<file path="src/hdl/rrpc_pkg.sv">
// Shared constants, widths and the item type that moves along the region cell chain.
package rrpc_pkg;

    localparam int MAX_REGIONS = 32;
    localparam int PAGE_BITS   = 12;

    localparam int ADDR_W  = 64;
    localparam int PAGE_W  = 52;
    localparam int INDEX_W = 5;
    localparam int COUNT_W = 6;

    // A rounded-up start page needs one bit more than the shifted address.
    localparam int LO_W  = ADDR_W - PAGE_BITS + 1;
    localparam int CMP_W = (LO_W > PAGE_W + 1) ? LO_W : PAGE_W + 1;

    localparam int CELL_W = (MAX_REGIONS > 1) ? $clog2(MAX_REGIONS) : 1;
    localparam int ID_W   = (CELL_W > INDEX_W) ? CELL_W : INDEX_W;
    localparam int CNT_W  = (CELL_W > COUNT_W) ? CELL_W : COUNT_W;

    localparam int S_DATA_W = 192;
    localparam int M_DATA_W = 56;

    localparam logic OP_WRITE = 1'b0;
    localparam logic OP_QUERY = 1'b1;

    typedef struct packed {
        logic               valid;
        logic               query;
        logic [INDEX_W-1:0] index;
        logic               usable;
        logic [CMP_W-1:0]   lo;
        logic [CMP_W-1:0]   hi;
        logic [CMP_W-1:0]   page;
        logic [CMP_W-1:0]   succ;
        logic               ram;
        logic               succ_ram;
        logic               have_best;
        logic [CMP_W-1:0]   best;
    } item_t;

endpackage

</file>
<file path="src/hdl/rrpc_cell.sv">
// One region slot: holds its page bounds and folds its answer into each passing query.
module rrpc_cell (
    input  logic                            aclk,
    input  logic                            aresetn,
    input  logic                            advance,
    input  logic [rrpc_pkg::CELL_W-1:0]     cell_id,
    input  logic [rrpc_pkg::COUNT_W-1:0]    region_count,
    input  rrpc_pkg::item_t                 item_in,
    output rrpc_pkg::item_t                 item_out
);
    import rrpc_pkg::*;

    logic [CMP_W-1:0] lo_reg;
    logic [CMP_W-1:0] hi_reg;
    logic             usable_reg;
    logic             active;
    logic             hit;
    logic             wr;
    item_t            item_next;
    item_t            item_reg;

    assign active = CNT_W'(cell_id) < CNT_W'(region_count);
    assign hit    = item_in.valid && item_in.query && active && usable_reg;
    assign wr     = item_in.valid && !item_in.query
                  && (ID_W'(item_in.index) == ID_W'(cell_id));

    always_comb begin
        item_next = item_in;
        if (hit) begin
            if (item_in.page >= lo_reg && item_in.page < hi_reg) begin
                item_next.ram = 1'b1;
            end
            if (item_in.succ >= lo_reg && item_in.succ < hi_reg) begin
                item_next.succ_ram = 1'b1;
            end
            if (item_in.succ < lo_reg && (!item_in.have_best || lo_reg < item_in.best)) begin
                item_next.best      = lo_reg;
                item_next.have_best = 1'b1;
            end
        end
    end

    // A write lands here as it passes, so queries behind it see the new entry.
    always_ff @(posedge aclk) begin
        if (advance && wr) begin
            lo_reg     <= item_in.lo;
            hi_reg     <= item_in.hi;
            usable_reg <= item_in.usable;
        end
    end

    always_ff @(posedge aclk) begin
        if (!aresetn) begin
            item_reg.valid <= 1'b0;
        end else if (advance) begin
            item_reg <= item_next;
        end
    end

    assign item_out = item_reg;

endmodule

</file>
<file path="config.mk">
export PLATFORM = sky130hd
export DESIGN_NAME = rrpc_cell
export DESIGN_NICKNAME = d
export VERILOG_FILES = /design/src/hdl/rrpc_pkg.sv /design/src/hdl/rrpc_cell.sv
export SDC_FILE = /design/constraint.sdc
export NUM_CORES = 1
export LEC_CHECK = 0
export ABC_AREA = 1
export ABC_CLOCK_PERIOD_IN_PS = 11300
export BUFFER_PORTS_ARGS = -buffer_cell sky130_fd_sc_hd__buf_2
export CORE_AREA = 2 2 217 219
export DETAILED_ROUTE_END_ITERATION = 16
export DIE_AREA = 0 0 219 221
export PLACE_DENSITY = 0.72
export SYNTH_ARGS = -nofsm -noshare
export SYNTH_HDL_FRONTEND = slang
export SYNTH_SLANG_ARGS = --single-unit
</file>
<file path="constraint.sdc">
create_clock -name aclk -period 11.3 [get_ports aclk]
set_input_delay 2.26 -clock aclk [delete_from_list [all_inputs] [get_ports aclk]]
set_output_delay 2.26 -clock aclk [all_outputs]
set_load 0.02 [all_outputs]
</file>
==> impl_metrics.toml, run 1 <==
[global_route]
met1_usage_pct = 31.1
grt_overflow = 0
grt_start_max_net_pins = 126
grt_pass1_wl_um = 86800
grt_pass1_vias = 14800
grt_antenna_before_repair = 7
track_usage_pct = 23.9
use_met2_pct = 40.6
busiest_layer = "met2"
globalRouteMet3Util_pct = 4.48

[setup_path]
critPathKind = "in2reg"
cp_max_fo = 54
cp_data_arrival_time_ns = 5.15
worstSetupStartpointType = "primary input"
required_ns = 11.61
critPathCaptureType = "flop"

[route]
dr.pass1.iters = 6
vias = 14500
initialDrtViolationCount = 1017
ant_nets = 0
drt_wl_total_um = 58700
avgViaCountPerCell = 5.04
wire_per_inst_um = 20.4
route.detailed.drc = 0

[run_status]
status = "completed"

[synthesis]
async_flop_share_pct = 0
ys_ff_latch = 383
avgSynthCellArea_um2 = 11.9
syn_nets = 2185
yosys_warnings = 0
ys_seq_area_share_pct = 59.2
synth-edff-count = 382
syn_inst = 1629
ys_types = 37
synth_flop_cell = "edfxtp_1"
netlist_area_um2 = 19400

[power_and_ir_drop]
total_power_mw = 3.44
peakVddDrop_v = 0.000139
leakagePower_nw = 11.3
power_density_nw_per_um2 = 142

[clocking]
cts.sinks = 383
clk_pin_slew_ns = 0.06
post_cts_resized = 0
cts_buffer_depth = 3
cts_buffers = 43
cts_tree = "yes"
h-tree-depth = 2
holdBufCountCts = 0
worstSkewPairLatency_ns = 0.57
postCtsSetupBuffers = 0
root_buffer = "clkbuf_16"

[finish]
drive_above_1_share_pct = 33.0
fin_area_um2 = 24300
multi_input_area_um2 = 6900
fillers = 4028
layout.nets = 2785
seqCellArea_um2 = 11500
fin_util_pct = 52.7
fin_cells = 2871
syn_to_final_growth_pct = 25.0
largest_register_ffs = 276

[place]
place_inst = 2791
globalplace.congestion = 0.942
hpwlAfterDp_um = 46300
io_buffers = 565
placedInstanceArea_um2 = 22900
dp_slack_ns = 5.93

[die]
die_w_um = 219
die_h_um = 221
die-area_um2 = 48400
core_area_um2 = 46100
io_pins = 566
initial_utilization_pct = 42.2
rows = 79

[timing]
finalWorstSetupSlack_ns = 6.46
maxSlewViolCount = 0
worst_pin_slew_ns = 1.04
slew_headroom_pct = 31.0
finalCriticalPeriod_ns = 4.84
clock.fmax_mhz = 207
hold_violations = 0
holdWs_ns = 0.523
finalClockSkew_ns = 0.0243
setup_viol = 0
rsz0062_at_grt = "false"
timing.final.crit_share_pct = 42.8
setup-tns-final_ns = 0

[min_path]
hold_path.class = "reg2reg"

[run]
drv_cap = 0
==> final timing paths <==
kind	startpoint	endpoint	slack (ns)	cells past startpoint
worst min-delay path	item_out[275]	item_out[275]	0.52	2
worst min register to register	item_out[275]	item_out[275]	0.52	2
worst max register to register	lo_reg[52]	item_out[21]	7.85	13
worst max-delay path	item_in[12]	item_out[21]	6.46	14
==> area by class of cell <==
class,count,area share (%)
Sequential cell,383,47.3
Multi-Input combinational cell,997,28.4
Timing Repair Buffer,570,11.8
Clock buffer,52,4.75
Inverter,234,3.65
Tap cell,607,3.13
Clock inverter,26,0.897
Antenna cell,2,0.0206
==> cells in the final DEF (no fill, tap or decap), types with 3 or more instances in the layout <==
cell type  instances
o21ai_0           38
clkbuf_16         45
nand2_1          236
clkinv_2           7
xor2_1             3
bufinv_16          3
nand3_1           85
inv_2              3
o21a_1             7
buf_4              5
clkbuf_1           7
a21o_1             8
nand2_2          101
ha_1             266
nand4_1           21
buf_2            565
clkinv_4           3
clkinv_1           9
nor4_1             3
a21oi_1          123
edfxtp_1         382
inv_1            230
nor3_1             8
nor2_1            77
==> worst max-delay path: stages <==
cell and delay (ns):
buf_2 0.10, inv_1 0.06, ha_1 0.32, a21o_1 0.18, nor2_1 0.10, nand2_1 0.19, nand2_1 0.11, nand3_1 0.13
nand2_1 0.11, nand3_2 0.08, nand2_4 0.58, nand2_8 0.49, nand2_2 0.19, nand2_2 0.05
==> synth_stat cells (all sizes together), types with 2 or more instances <==
cell,count,share of area [%]
nor3,9,0.23
o21a,7,0.27
edfxtp,382,59
nand4,21,0.68
inv,234,4.5
nand3,87,2.3
nand2,339,8.0
nor4,3,0.097
nor2,80,1.7
o211ai,2,0.077
buf,15,0.84
xor2,3,0.14
a21boi,2,0.077
o21ai,39,1.0
a21oi,124,3.3
a21o,8,0.31
ha,266,17
==> metal layers <==
layer / wire (um) / part of all wire (%)
met1: 24900 / 42
met2: 28500 / 49
met3: 3720 / 6.3
met4: 1470 / 2.5
met5: 56 / 0.095
==> where the power goes <==
part / switching [mW] / internal (mW)
sequential: 0.0181 / 1.64
combinational: 0.274 / 0.139
clock: 0.574 / 0.797
total: 0.866 / 2.58
==> cells by family after synthesis <==
kind of cell | share of synthesized area, %
compound gates | 5.03
xor+xnor | 0.180
fa+ha+maj | 17.1
buf+inv | 5.36
flops | 59.2
simple gates | 13.1
Note: power is estimated with default switching activity, not from simulation.
==> inputs of run 2 (changes only) <==
- ABC_CLOCK_PERIOD_IN_PS: 11300 -> 4700
- clock period: 11.3 -> 4.7 ns (I/O delays scaled with it)
==> run 2 against run 1 <==
Global-route usage decreased by 0.97 points. Clock skew decreased by 0.0042 ns. Largest power group unchanged. Combinational power increased by 140%. Clock power increased by 140%. Core utilization increased by 0.19 points. Critical path depth unchanged. Routed wire length decreased by 4.1%. Die area unchanged. Critical path type unchanged. Register-to-register slack got worse by 6.4 ns. Sequential cell count unchanged. Power increased by 140%. Via count decreased by 1.2%.
==> impl_metrics.toml, run 2 (synthesis gave the netlist of run 1 again) <==
[run_status]
status = "completed"

[die]
rows = 79
io_pins = 566
die_h_um = 221
die_w_um = 219
die-area_um2 = 48400
core_area_um2 = 46100
initial_utilization_pct = 42.2

[setup_path]
critPathCaptureType = "flop"
critPathBufInv = 2
path_cells = "buf_2, ha_1, nand2_1, inv_1, nand2_1, nand2_1, a21oi_1, nand3_1, nand2_1, nand3_4, nor2_8, nand2_8, nand2_1, nand2_1"
critPathTopFamily = "simple AND/OR/NAND/NOR gates"
cp_data_arrival_time_ns = 3.57
slowest_stage = "nand2_8"
critPathKind = "in2reg"
critPathMaxStageDelay_ns = 0.47
worstSetupStartpointType = "primary input"
required_ns = 4.99
critPathMostFrequentCell = "nand2_1"
cp_max_fo = 53

[place]
io_buffers = 565
globalplace.congestion = 0.890
dp_slack_ns = 0.768
hpwlAfterDp_um = 45000

[run]
drv_cap = 0

[timing]
setup-tns-final_ns = 0
hold_violations = 0
finalClockSkew_ns = 0.0201
worst_pin_slew_ns = 0.962
clock.fmax_mhz = 305
slew_headroom_pct = 35.9
maxSlewViolCount = 0
rsz0062_at_grt = "false"
setup_viol = 0
finalCriticalPeriod_ns = 3.28
timing.final.crit_share_pct = 69.8
finalWorstSetupSlack_ns = 1.42

[power_and_ir_drop]
peakVddDrop_v = 0.000299
power_density_nw_per_um2 = 338
total_power_mw = 8.24
leakagePower_nw = 11.4

[finish]
seqCellArea_um2 = 11500
most-common-layout-cells = "buf_2, edfxtp_1, ha_1"
final_common_cell = "buf_2"
largest_register_ffs = 276
syn_to_final_growth_pct = 25.4
drive_above_1_share_pct = 33.2
layout.nets = 2786
fillers = 3929
multi_input_area_um2 = 6920

[route]
drt_wl_total_um = 56200
avgViaCountPerCell = 4.97
vias = 14300
dr.pass1.iters = 5
initialDrtViolationCount = 946
ant_nets = 0
route.detailed.drc = 0
wire_per_inst_um = 19.6

[global_route]
busiest_layer = "met2"
grt_overflow = 0
grt_start_max_net_pins = 148
grt_antenna_before_repair = 8
grt_pass1_vias = 14500
grt_pass1_wl_um = 83400
use_met2_pct = 38.6
globalRouteMet3Util_pct = 4.27
track_usage_pct = 22.9
met1_usage_pct = 29.4

[clocking]
cts.sinks = 383
cts_buffer_depth = 3
post_cts_resized = 0
cts_tree = "yes"
holdBufCountCts = 0
clk_pin_slew_ns = 0.06
cts_buffers = 41
worstSkewPairLatency_ns = 0.56
root_buffer = "clkbuf_16"
postCtsSetupBuffers = 0
h-tree-depth = 2

[min_path]
hold_path.class = "reg2reg"
==> run 2: stage by stage <==
stage / cell area, um^2 / hold WS (ns) / util (%) / std cells
after global routing: 24400 / 0.537 / 52.9 / 2873
final: 24400 / 0.498 / 52.9 / 2874
after global placement: 23000 / 0.484 / 49.9 / 2794
after CTS: 24300 / 0.503 / 52.9 / 2869
after floorplan: 19500 / 0.544 / - / 1629
after detailed placement: 23000 / 0.495 / 49.9 / 2794
==> run 2: worst paths after layout <==
path                                     from       endpoint  slack (ns)  depth (start not counted)
worst max-delay path              item_in[72]    item_out[1]        1.42                         14
worst max register to register     lo_reg[15]    item_out[1]        1.45                         14
worst min-delay path            item_out[275]  item_out[275]        0.50                          2
worst min register to register  item_out[275]  item_out[275]        0.50                          2
==> run 2: layout make-up <==
class / instances / area share (%)
antenna: 5 / 0.0514
sequential: 383 / 47.2
inverter: 234 / 3.62
multi-input combinational: 997 / 28.4
clock buffer: 47 / 4.39
timing repair buffer: 573 / 12.0
clock inverter: 28 / 1.23
tap: 607 / 3.12
==> run 2: per-layer routing <==
| metal | up-vias | wire length, um |
|---|---|---|
| met1 | 6773 | 23600 |
| met3 | 86 | 3730 |
| li1 | 6909 | - |
| met4 | 6 | 1670 |
| met2 | 519 | 27200 |
| met5 | - | 31 |
==> run 2: power breakdown <==
group          switching (mW)  total (mW)  leakage [nW]  internal, mW
Clock                    1.34        3.27         0.665          1.93
Combinational           0.652       0.989          7.15         0.337
Sequential             0.0432        3.99          3.55          3.94
==> run 2: worst register-to-register path, stage by stage, from the launching register on <==
cell	delay, ns
edfxtp_1	0.46
inv_1	0.11
ha_1	0.23
nand2_1	0.10
inv_1	0.04
nand2_1	0.05
nand2_1	0.04
a21oi_1	0.36
nand3_1	0.21
nand2_1	0.14
nand3_4	0.10
nor2_8	0.39
nand2_8	0.48
nand2_1	0.21
nand2_1	0.06
==> inputs of run 3 (changes only) <==
- ABC_CLOCK_PERIOD_IN_PS: 4700 -> 3200
- clock period: 4.7 -> 3.2 ns (I/O delays scaled with it)
==> run 3 against run 2 <==
Clock power grew 50%. Highest routed layer unchanged. Routed wire length grew 3.0%. Largest cell class unchanged. Critical path type is now reg2reg. Register-to-register slack got worse by 0.86 ns.
==> impl_metrics.toml, run 3 (synthesis gave the netlist of run 1 again) <==
[route]
route.detailed.drc = 0
wire_per_inst_um = 20.0
ant_nets = 0
dr.pass1.iters = 5
drt_wl_total_um = 58000
avgViaCountPerCell = 5.03
initialDrtViolationCount = 1011
vias = 14500

[place]
hpwlAfterDp_um = 47500
globalplace.congestion = 0.917
placedInstanceArea_um2 = 23200
io_buffers = 565
dp_slack_ns = 0.168

[timing]
slew_headroom_pct = 62.4
setup-tns-final_ns = 0
hold_violations = 0
finalCriticalPeriod_ns = 2.61
timing.final.crit_share_pct = 81.6
setup_viol = 0
maxSlewViolCount = 0
rsz0062_at_grt = "false"
finalClockSkew_ns = 0.0193
finalWorstSetupSlack_ns = 0.588
clock.fmax_mhz = 383
worst_pin_slew_ns = 0.559

[clocking]
clk_pin_slew_ns = 0.06
worstSkewPairLatency_ns = 0.56
holdBufCountCts = 0
h-tree-depth = 2
cts_buffers = 41
cts.sinks = 383
cts_buffer_depth = 3
postCtsSetupBuffers = 0
root_buffer = "clkbuf_16"
post_cts_resized = 0
cts_tree = "yes"

[run_status]
status = "completed"

[finish]
fin_area_um2 = 24600
most-common-layout-cells = "buf_2, edfxtp_1, ha_1"
fin_util_pct = 53.5
fillers = 3991
layout.nets = 2810
largest_register_ffs = 276
syn_to_final_growth_pct = 26.8
drive_above_1_share_pct = 33.9
final_common_cell = "buf_2"

[min_path]
hold_path.class = "in2reg"
hold_depth = 1

[setup_path]
slowest_stage = "edfxtp_1"
worst-path-stages = 12
required_ns = 3.51
worstSetupStartpointType = "flop"
critPathTopFamily = "simple AND/OR/NAND/NOR gates"
critPathBufInv = 1
critPathCaptureType = "flop"
reg2reg_depth = 12
path_cells = "ha_1, a21oi_1, o21ai_0, nor2_1, nand3_1, nand2_1, nand3_2, nand2_4, nand2_8, buf_12, nand2_2, nand2_2"
critPathMostFrequentCell = "nand2_2"
critPathMaxStageDelay_ns = 0.43
critPathKind = "reg2reg"
cp_data_arrival_time_ns = 2.92
cp_max_fo = 16

[global_route]
grt_pass1_vias = 14700
globalRouteMet3Util_pct = 4.37
use_met2_pct = 39.9
busiest_layer = "met2"
met1_usage_pct = 30.4
track_usage_pct = 23.4
grt_antenna_before_repair = 6
grt_overflow = 0
grt_start_max_net_pins = 81
grt_pass1_wl_um = 85400

[die]
die_h_um = 221
die-area_um2 = 48400
rows = 79
initial_utilization_pct = 42.2
io_pins = 566
core_area_um2 = 46100
die_w_um = 219

[power_and_ir_drop]
total_power_mw = 12.2
leakagePower_nw = 11.5
power_density_nw_per_um2 = 497
peakVddDrop_v = 0.000598

[run]
drv_cap = 0
[run 3: cell count changes in the layout (fill, tap and decap cells not counted), sizes merged]
cell | before | now
inv | 235 | 236
diode | 5 | 3
clkbuf | 47 | 48
clkinv | 19 | 14
buf | 573 | 597
bufinv | 5 | 6
[run 3: cell type report]
type,instances,area (um^2),share of cell area [%]
sequential,383,11500,46.7
multi-input combinational,997,6920,28.1
timing repair buffer,597,3180,12.9
clock buffer,48,1090,4.45
inverter,234,882,3.58
tap,607,759,3.08
clock inverter,25,290,1.18
antenna,3,7.51,0.0305
[run 3: worst paths after layout]
check | start | end | slack (ns)
hold reg to reg | item_out[275] | item_out[275] | 0.51
setup / recovery | lo_reg[18] | item_out[20] | 0.59
setup reg to reg | lo_reg[18] | item_out[20] | 0.59
hold / removal | item_in[191] | hi_reg[29] | 0.27
[run 3: metrics by stage]
| stage | hold slack (ns) | cells |
|---|---|---|
| final | 0.268 | 2894 |
| after global routing | 0.232 | 2894 |
| after global placement | 0.485 | 2818 |
| after detailed placement | 0.495 | 2818 |
| after floorplan | 0.544 | 1629 |
| after CTS | 0.226 | 2891 |
[run 3: routing by layer]
metal,share of wire (%),vias up
met5,0.038,-
met4,2.5,4
met3,6.7,85
met2,49,551
met1,42,6964
li1,-,6944
[run 3: worst register-to-register path, delay by kind of cell (launching register included)]
kind	cells	cell delay (ns)
fa+ha+maj	1	0.32
buf+inv	1	0.21
simple gates	8	1.13
compound gates	2	0.29
flops	1	0.43
[run 3: report_power, final]
| part | leakage [nW] | internal, mW | switching [mW] | total, mW |
|---|---|---|---|---|
| clock network | 0.673 | 2.94 | 1.96 | 4.90 |
| logic | 7.30 | 0.519 | 0.970 | 1.49 |
| registers | 3.55 | 5.79 | 0.0672 | 5.86 |
