## src/hdl/rrpc_pkg.sv

```systemverilog
// Shared constants, widths and the item type that moves along the region cell chain.
package rrpc_pkg;

    localparam int MAX_REGIONS = 32;
    localparam int PAGE_BITS   = 12;

    localparam int ADDR_W  = 64;
    localparam int PAGE_W  = 52;
    localparam int INDEX_W = 5;
    localparam int COUNT_W = 6;

    // A rounded-up start page needs one bit more than the shifted address.
    localparam int LO_W  = ADDR_W - PAGE_BITS + 1;
    localparam int CMP_W = (LO_W > PAGE_W + 1) ? LO_W : PAGE_W + 1;

    localparam int CELL_W = (MAX_REGIONS > 1) ? $clog2(MAX_REGIONS) : 1;
    localparam int ID_W   = (CELL_W > INDEX_W) ? CELL_W : INDEX_W;
    localparam int CNT_W  = (CELL_W > COUNT_W) ? CELL_W : COUNT_W;

    localparam int S_DATA_W = 192;
    localparam int M_DATA_W = 56;

    localparam logic OP_WRITE = 1'b0;
    localparam logic OP_QUERY = 1'b1;

    typedef struct packed {
        logic               valid;
        logic               query;
        logic [INDEX_W-1:0] index;
        logic               usable;
        logic [CMP_W-1:0]   lo;
        logic [CMP_W-1:0]   hi;
        logic [CMP_W-1:0]   page;
        logic [CMP_W-1:0]   succ;
        logic               ram;
        logic               succ_ram;
        logic               have_best;
        logic [CMP_W-1:0]   best;
    } item_t;

endpackage

```

## src/hdl/rrpc_prep.sv

```systemverilog
// Input stage: unpacks a beat and works out page bounds or the successor page.
module rrpc_prep (
    input  logic                            aclk,
    input  logic                            aresetn,
    input  logic                            advance,
    input  logic                            s_tvalid,
    input  logic [rrpc_pkg::S_DATA_W-1:0]   s_tdata,
    input  logic                            s_tuser,
    output rrpc_pkg::item_t                 item_out
);
    import rrpc_pkg::*;

    logic [ADDR_W-1:0]  base;
    logic [ADDR_W-1:0]  length;
    logic [ADDR_W-1:0]  end_addr;
    logic [PAGE_W-1:0]  page;
    logic [CMP_W-1:0]   page_ext;
    item_t              item_next;
    item_t              item_reg;

    assign base     = s_tdata[68:5];
    assign length   = s_tdata[132:69];
    assign page     = s_tdata[185:134];
    assign end_addr = base + length;
    assign page_ext = CMP_W'(page);

    always_comb begin
        item_next           = '0;
        item_next.valid     = s_tvalid;
        item_next.query     = (s_tuser == OP_QUERY);
        item_next.index     = s_tdata[4:0];
        item_next.usable    = s_tdata[133];
        // The start rounds up to the next page boundary without wrapping.
        item_next.lo        = CMP_W'(base[ADDR_W-1:PAGE_BITS])
                            + CMP_W'(|base[PAGE_BITS-1:0]);
        item_next.hi        = CMP_W'(end_addr[ADDR_W-1:PAGE_BITS]);
        item_next.page      = page_ext;
        item_next.succ      = page_ext + CMP_W'(1);
    end

    always_ff @(posedge aclk) begin
        if (!aresetn) begin
            item_reg.valid <= 1'b0;
        end else if (advance) begin
            item_reg <= item_next;
        end
    end

    assign item_out = item_reg;

endmodule

```

## config.mk

```make
export PLATFORM = sky130hd
export DESIGN_NAME = rrpc_prep
export DESIGN_NICKNAME = d
export VERILOG_FILES = /design/src/hdl/rrpc_pkg.sv /design/src/hdl/rrpc_prep.sv
export SDC_FILE = /design/constraint.sdc
export NUM_CORES = 1
export LEC_CHECK = 0
export BUFFER_PORTS_ARGS = -buffer_cell sky130_fd_sc_hd__buf_2
export CAP_MARGIN = 25
export CORE_AREA = 10 10 176 178
export DETAILED_ROUTE_END_ITERATION = 7
export DIE_AREA = 0 0 186 188
export GPL_TIMING_DRIVEN = 0
export PLACE_DENSITY = 0.75
export RECOVER_POWER = 25
export SYNTH_ARGS = -nofsm -noshare
export SYNTH_HDL_FRONTEND = slang
export SYNTH_SLANG_ARGS = --single-unit
```

## constraint.sdc

```tcl
create_clock -name aclk -period 17.12 [get_ports aclk]
set_input_delay 2.568 -clock aclk [delete_from_list [all_inputs] [get_ports aclk]]
set_output_delay 2.568 -clock aclk [all_outputs]
set_load 0.02 [all_outputs]
```

==> results.yml, run 1 <==
drt:
  wire_per_inst_microns: 19.54
  first_pass_iters: 6
  vias_per_cell: 5.221
  drc_errors: 0
  wirelength_microns: 38740
  vias: 10350
  first_iter_violations: 626
  detail-route-antenna-nets: 0
setup_path:
  crit_path_end_kind: "flip-flop"
  worstSetupPathType: "in -> reg"
  worstPathArrival_ns: 6.85
  critPathLaunchType: "input port"
  worstReg2RegStart: "item_out[275]"
  r2r_cells: 2
  worstPathMaxFanout: 55
  reg2reg_to: "item_out[275]"
  cp-startpoint: "advance"
  crit_end: "item_out[223]"
  r2r_slack_ns: 16.51
  crit_required_ns: 17.18
clocking:
  cts_setup_buffers: 0
  cts_buffer_depth: 3
  clock-root-buffer: "clkbuf_16"
  clock-sinks: 218
  path_clk_slew_ns: 0.06
  htree_levels: 1
  tritoncts: "yes"
  cts_resized: 0
  hold_buffers: 0
  numCtsBuffers: 24
  insertion_delay_ns: 0.51
cells_and_area:
  largest_register_ffs: 218
  mostFrequentLayoutCells: "buf_2 (360), edfxtp_1 (217), xnor2_1 (106)"
  seqCellArea_sq_um: 6536
  layout-drive-gt1-share_pct: 30.41
  fin_util_pct: 58.48
  nets: 1876
  num-fill-cells: 2349
  area_growth_pct: 28.21
  final_common_cell: "buf_2"
  final_cell_area_sq_um: 16070
  multiInputGateArea_sq_um: 5553
status:
  outcome: "finished, violations left"
  violations: "max-capacitance violations, max-slew violations"
floorplanning:
  dieArea_sq_um: 34970
  die_h_microns: 188
  core.rowCount: 61
  core_area_sq_um: 27480
  die_width_microns: 186
  ioPinCount: 473
  initial_core_util_pct: 45.61
timing:
  setup-violations-final: 0
  skew_ns: 0
  slew_violations: 95
  worst_pin_slew_ns: 3.157
  fin_crit_sh_pct: 39.66
  min_period_ns: 6.790
  timing.final.ws_setup_ns: 10.33
  max_clock_freq_mhz: 147.3
  rsz0062_at_grt: "no"
  hold_viol: 0
  maxSlewHeadroom_pct: -110.5
  setup_tns_ns: 0
synth:
  ys_warn_count: 0
  syn_area_per_cell_sq_um: 11.19
  syn_inst: 1120
  yosysSeqAreaShare_pct: 52.15
  async_flop_share_pct: 0
  syn-cell-area_sq_um: 12530
  synth_cell_types: 72
  synth_top_flop_cell: "edfxtp_1"
  synth_edf_count: 217
  synth-seq-cells: 218
grt:
  overflow: 0
  antenna_found_initial: 11
  track_usage_pct: 20.64
  grt_pass1_vias: 10340
  grt_pass1_wl_microns: 56710
  grt_max_degree: 73
power:
  total_power_mw: 1.532
  cellPowerDensity_nw_per_um2: 95.31
  p_leak_nw: 6.689
  ir_worst_vdd_v: 0.00006284
placement:
  dpl_cell_area_sq_um: 15310
  pre_cts_ws_ns: 11.55
  gp_congestion: 0.8743
  place_hpwl_microns: 31690
  portBuffers: 408
min_path:
  min_path_type: "reg -> reg"
job:
  cap_violations: 2
-- where the power goes --
group	leakage [nW]	internal [mW]	switching (mW)
combinational	4.24	0.115	0.215
clock	0.407	0.333	0.217
sequential	2.04	0.641	0.0104
-- cell usage after synthesis, drive strengths merged, types with 2 or more instances --
library cell | number | area share (%)
a31oi | 7 | 0.40
clkbuf | 15 | 0.45
nor2 | 73 | 2.3
o211ai | 4 | 0.24
and2b | 2 | 0.15
and3 | 25 | 1.3
o21a | 4 | 0.24
nor2b | 8 | 0.40
xnor2 | 106 | 7.4
buf | 69 | 4.0
nor4 | 8 | 0.52
inv | 26 | 0.78
nand4 | 41 | 2.4
a21o | 12 | 0.72
or3 | 3 | 0.15
a22oi | 4 | 0.28
a211oi | 5 | 0.34
and2 | 6 | 0.32
and4 | 9 | 0.65
a221oi | 4 | 0.33
o221ai | 2 | 0.14
nor3 | 18 | 0.76
o21ai | 55 | 2.3
or2 | 5 | 0.27
nand2b | 7 | 0.35
a2111oi | 2 | 0.24
o31ai | 5 | 0.30
o2111ai | 2 | 0.14
xor2 | 42 | 2.9
o21bai | 14 | 0.93
nand2 | 102 | 3.1
a21oi | 92 | 3.7
ha | 65 | 6.5
edfxtp | 217 | 52
nand3 | 45 | 1.8
mux2i | 2 | 0.16
-- per-layer routing --
metal  track usage [%]  part of all wire (%)  vias up
met3             8.080                    11       76
met5                 0                  0.15        -
met2             36.87                    50      451
li1                  -                     -     5029
met1             21.32                    36     4788
met4             7.289                   2.7       10
-- final cells by class --
type | instances | share of cell area [%]
Antenna cell | 6 | 0.09344
Tap cell | 346 | 2.694
Clock buffer | 25 | 3.761
Sequential cell | 218 | 40.68
Timing Repair Buffer | 411 | 12.64
Inverter | 26 | 0.6073
Clock inverter | 18 | 1.479
Buffer | 84 | 3.488
Multi-Input combinational cell | 849 | 34.56
-- worst min-delay path by stage --
stage | from | to | depth (start not counted)
after floorplan | item_out[275] | item_out[275] | 2
after global placement | item_out[275] | item_out[275] | 2
after detailed placement | item_out[275] | item_out[275] | 2
after CTS | item_out[275] | item_out[275] | 2
after global routing | item_out[275] | item_out[275] | 2
final | item_out[275] | item_out[275] | 2
-- per-stage QoR --
stage          hold WS, ns  cells
2_1_floorplan       0.5893   1177
3_3_place_gp        0.4935   1931
3_5_place_dp        0.5498   1934
4_1_cts             0.5593   1977
5_1_grt             0.5930   1983
6_report            0.5499   1983
-- cell families (layout without fill, tap and decap cells) --
logic type / count (synthesis) / in the layout / synth area share, %
AO/OA/AOI/OAI: 219 / 219 / 10.86
AND/OR/NAND/NOR: 357 / 357 / 14.72
other: 1 / 64 / 0.02992
flip-flops: 218 / 218 / 52.15
XOR/XNOR: 148 / 148 / 10.34
buffers and inverters: 110 / 564 / 5.251
multiplexers: 2 / 2 / 0.1597
adder cells (fa/ha/maj): 65 / 65 / 6.489
-- critical path, stage by stage --
cell,delay [ns]
clkbuf_1,0.11
and2_0,1.80
clkbuf_1,2.33
Power figures use the tool's default switching activity.
==> inputs of run 2 (changes only) <==
CORE_AREA = 10 10 175 177   (was 10 10 176 178)
DIE_AREA = 0 0 185 187   (was 0 0 186 188)
PLACE_DENSITY = 0.76   (was 0.75)
clock period = 6.35 ns   (was 17.12 ns; I/O delays follow)
==> results.yml, run 2 (synthesized netlist as in run 1, its figures left out) <==
status:
  outcome: "finished, violations left"
  violations: "max-capacitance violations, max-slew violations"
power:
  seqPwrFrac_pct: 43.0
  cellPowerDensity_nw_per_um2: 254.6
  total_power_mw: 4.087
  p_leak_nw: 6.668
  p_sw_mw: 1.204
  clkPwrFrac_pct: 35.0
  combPwrFrac_pct: 22.0
  ir_worst_vdd_v: 0.0001668
  intPower_mw: 2.884
  switching_share_pct: 29.45
drt:
  vias_per_cell: 5.279
  first_pass_iters: 7
  drc_errors: 0
  detail-route-antenna-nets: 0
  wirelength_microns: 40010
  wire_per_inst_microns: 20.14
  vias: 10490
  first_iter_violations: 658
grt:
  grt_max_degree: 62
  grt_pass1_wl_microns: 59760
  antenna_found_initial: 15
  grt_pass1_vias: 10680
  track_usage_pct: 21.77
  overflow: 0
setup_path:
  worstPathMaxFanout: 61
  crit_required_ns: 6.53
  worstPathArrival_ns: 4.67
  worstReg2RegStart: "item_out[275]"
  r2r_cells: 2
  critPathLaunchType: "input port"
  reg2reg_to: "item_out[275]"
  crit_path_end_kind: "flip-flop"
  worstSetupPathType: "in -> reg"
  r2r_slack_ns: 5.70
floorplanning:
  initial_core_util_pct: 45.87
  die_h_microns: 187
  ioPinCount: 473
  core_area_sq_um: 27320
  dieArea_sq_um: 34600
  die_width_microns: 185
  core.rowCount: 61
min_path:
  holdPathStages: 2
  min_delay_worst_endpoint: "item_out[275]"
  min_path_type: "reg -> reg"
  min-delay-start: "item_out[275]"
placement:
  portBuffers: 408
  dpl_cell_area_sq_um: 15310
  gp_congestion: 0.8835
  place_hpwl_microns: 32710
timing:
  hold_viol: 0
  finalHoldWorstSlack_ns: 0.5665
  min_period_ns: 4.491
  worst_pin_slew_ns: 4.069
  slew_violations: 60
  rsz0062_at_grt: "no"
  setup-violations-final: 0
  max_clock_freq_mhz: 222.7
  fin_crit_sh_pct: 70.72
  setup_tns_ns: 0
  skew_ns: 0
  maxSlewHeadroom_pct: -171.4
cells_and_area:
  nets: 1876
  largest_register_ffs: 218
  area_growth_pct: 28.09
  mostFrequentLayoutCells: "buf_2 (354), edfxtp_1 (217), xnor2_1 (106)"
  layout-drive-gt1-share_pct: 30.10
  final_cell_area_sq_um: 16050
  final_common_cell: "buf_2"
clocking:
  cts_resized: 0
  cts_buffer_depth: 3
  numCtsBuffers: 24
  clock-root-buffer: "clkbuf_16"
  insertion_delay_ns: 0.52
  cts_setup_buffers: 0
  path_clk_slew_ns: 0.06
  clock-sinks: 218
  hold_buffers: 0
  tritoncts: "yes"
  htree_levels: 1
job:
  cap_violations: 1
## run 2: per-stage QoR
| step | setup WS, ns | utilization [%] | instances |
|---|---|---|---|
| 3_5_place_dp | 2.337 | 56.02 | 1934 |
| 2_1_floorplan | 2.278 | - | 1177 |
| 5_1_grt | 1.505 | 58.74 | 1985 |
| 4_1_cts | 2.881 | 58.95 | 1977 |
| 6_report | 1.859 | 58.76 | 1987 |
| 3_3_place_gp | 1.133 | 55.71 | 1931 |
## run 2: metal layers
layer	up-vias	part of all wire, %	GRT usage (%)
met1	4862	35	23.05
met4	10	2.5	6.160
met5	-	0.17	0
li1	5036	-	-
met3	81	11	8.081
met2	500	51	39.21
## run 2: worst max path at each step
stage / from / to
final: advance / item_out[263]
after global routing: advance / item_out[207]
after CTS: s_tdata[19] / item_out[209]
after global placement: advance / item_out[267]
after floorplan: aresetn / item_out[100]
after detailed placement: s_tdata[19] / item_out[209]
## run 2: critical path: stages
cell and delay (ns):
clkbuf_1 0.12, and2_0 2.92, buf_16 0.25, buf_16 0.31
## run 2: power by group through the flow
| stage | sequential (mW) | clock [mW] | combinational [mW] |
|---|---|---|---|
| 3_5_place_dp | 1.79 | 0 | 0.900 |
| 2_1_floorplan | 1.94 | 0 | 0.419 |
| 5_1_grt | 1.77 | 1.51 | 0.982 |
| 3_3_place_gp | 1.79 | 0 | 0.880 |
| 4_1_cts | 1.76 | 1.46 | 0.905 |
| 6_report | 1.76 | 1.43 | 0.899 |
## run 2: layout make-up
| class | instances | area (sq um) |
|---|---|---|
| clock buffer | 28 | 636.9 |
| fill | 2359 | 11270 |
| clock inverter | 15 | 163.9 |
| buffer | 84 | 560.5 |
| inverter | 26 | 97.59 |
| tap | 346 | 432.9 |
| timing repair buffer | 411 | 2048 |
| multi-input combinational | 849 | 5553 |
| antenna | 10 | 25.02 |
| sequential | 218 | 6536 |
==> inputs of run 3 (changes only) <==
CORE_AREA = 10 10 178 180   (was 10 10 175 177)
DIE_AREA = 0 0 188 190   (was 0 0 185 187)
PLACE_DENSITY = 0.77   (was 0.76)
clock period = 4 ns   (was 6.35 ns; I/O delays follow)
==> results.yml, run 3 (synthesized netlist as in run 1, its figures left out) <==
grt:
  track_usage_pct: 21.00
  grt_pass1_vias: 10680
  grt_pass1_wl_microns: 59600
  overflow: 0
  antenna_found_initial: 14
  grt_max_degree: 73
drt:
  top_layer: "met5"
  wirelength_microns: 40180
  vias: 10480
  wire_per_inst_microns: 19.83
  met3WireLength_microns: 4070
  first_pass_iters: 7
  detail-route-antenna-nets: 0
  met1_length_microns: 14710
  first_iter_violations: 713
  drc_errors: 0
  dr_wl_met2_microns: 20200
  vias_per_cell: 5.172
setup_path:
  worstPathMaxFanout: 72
  crit_top_cell: "buf_16"
  worstSetupPathType: "in -> reg"
  worstPathArrival_ns: 3.43
  crit_required_ns: 4.17
  crit_path_top_delay_cell: "and2_0"
  critPathLaunchType: "input port"
  cp_cell_sequence: "buf_2, and2_0, buf_16, buf_16"
  crit_family: "simple AND/OR/NAND/NOR gates"
  crit_path_end_kind: "flip-flop"
  cpPeakStageDelay_ns: 1.99
  r2r_cells: 2
  crit_cells: 4
  path_buf_inv: 3
floorplanning:
  core.rowCount: 62
  initial_core_util_pct: 44.39
  die_width_microns: 188
  ioPinCount: 473
  die_h_microns: 190
  dieArea_sq_um: 35720
  core_area_sq_um: 28240
timing:
  slew_violations: 36
  rsz0062_at_grt: "no"
  maxSlewHeadroom_pct: -83.94
  worst_pin_slew_ns: 2.758
  timing.final.ws_setup_ns: 0.7408
  max_clock_freq_mhz: 306.8
  skew_ns: 0
  hold_viol: 0
  setup_tns_ns: 0
  fin_crit_sh_pct: 81.48
  min_period_ns: 3.259
  setup-violations-final: 0
clocking:
  numCtsBuffers: 24
  tritoncts: "yes"
  path_clk_slew_ns: 0.06
  clock-root-buffer: "clkbuf_16"
  clock-sinks: 218
  insertion_delay_ns: 0.51
  hold_buffers: 0
  cts_setup_buffers: 0
  htree_levels: 1
  cts_buffer_depth: 3
  cts_resized: 0
cells_and_area:
  largest_register_ffs: 218
  fin_cells: 2026
  mostFrequentLayoutCells: "buf_2 (364), edfxtp_1 (217), xnor2_1 (106)"
  fin_util_pct: 56.72
  final_common_cell: "buf_2"
  nets: 1876
  layout-drive-gt1-share_pct: 30.25
  area_growth_pct: 27.79
power:
  ir_worst_vdd_v: 0.0002634
  p_leak_nw: 6.645
  total_power_mw: 6.230
  cellPowerDensity_nw_per_um2: 388.9
min_path:
  holdPathStages: 1
  min_path_type: "in -> reg"
placement:
  place_hpwl_microns: 33260
  dp.cells: 1972
  portBuffers: 408
  gp_congestion: 0.9298
  pre_cts_ws_ns: 0.3655
job:
  cap_violations: 1
status:
  outcome: "finished, violations left"
  violations: "max-capacitance violations, max-slew violations"
## run 3: cell count changes in the layout (fill, tap and decap cells not counted), sizes merged
cell / change
clkinvlp: -1
inv: -2
bufinv: -3
clkbuf: -5
diode: +2
buf: +10
## run 3: report_power, final
part	internal [mW]	switching (mW)	total [mW]
logic	0.496	0.928	1.42
registers	2.74	0.0490	2.79
clock network	1.14	0.874	2.01
## run 3: through the flow
step | hold slack [ns] | cell area (sq um)
floorplan | 0.5893 | 12750
global placement | 0.4922 | 15270
detailed placement | 0.5236 | 15350
CTS | 0.2398 | 16050
global route | 0.2408 | 16010
finish | 0.2591 | 16020
## run 3: area by class of cell
class | instances | area, sq um
tap | 384 | 480.5
antenna | 12 | 30.03
buffer | 84 | 560.5
inverter | 26 | 97.59
timing repair buffer | 411 | 2061
multi-input combinational | 849 | 5553
sequential | 218 | 6536
clock buffer | 33 | 655.6
clock inverter | 9 | 42.54
fill | 2527 | 12220
## run 3: layer usage
metal | global-route usage, % | vias up
met1 | 22.71 | 4856
li1 | - | 5020
met4 | 7.631 | 8
met5 | 0 | -
met3 | 7.250 | 72
met2 | 37.35 | 523
## run 3: path summary, 6_finish.rpt
check           startpoint            end  slack, ns
max reg2reg  item_out[275]  item_out[275]       3.41
max                advance  item_out[263]       0.74
min reg2reg  item_out[275]  item_out[275]       0.53
min             s_tdata[2]  item_out[271]       0.26
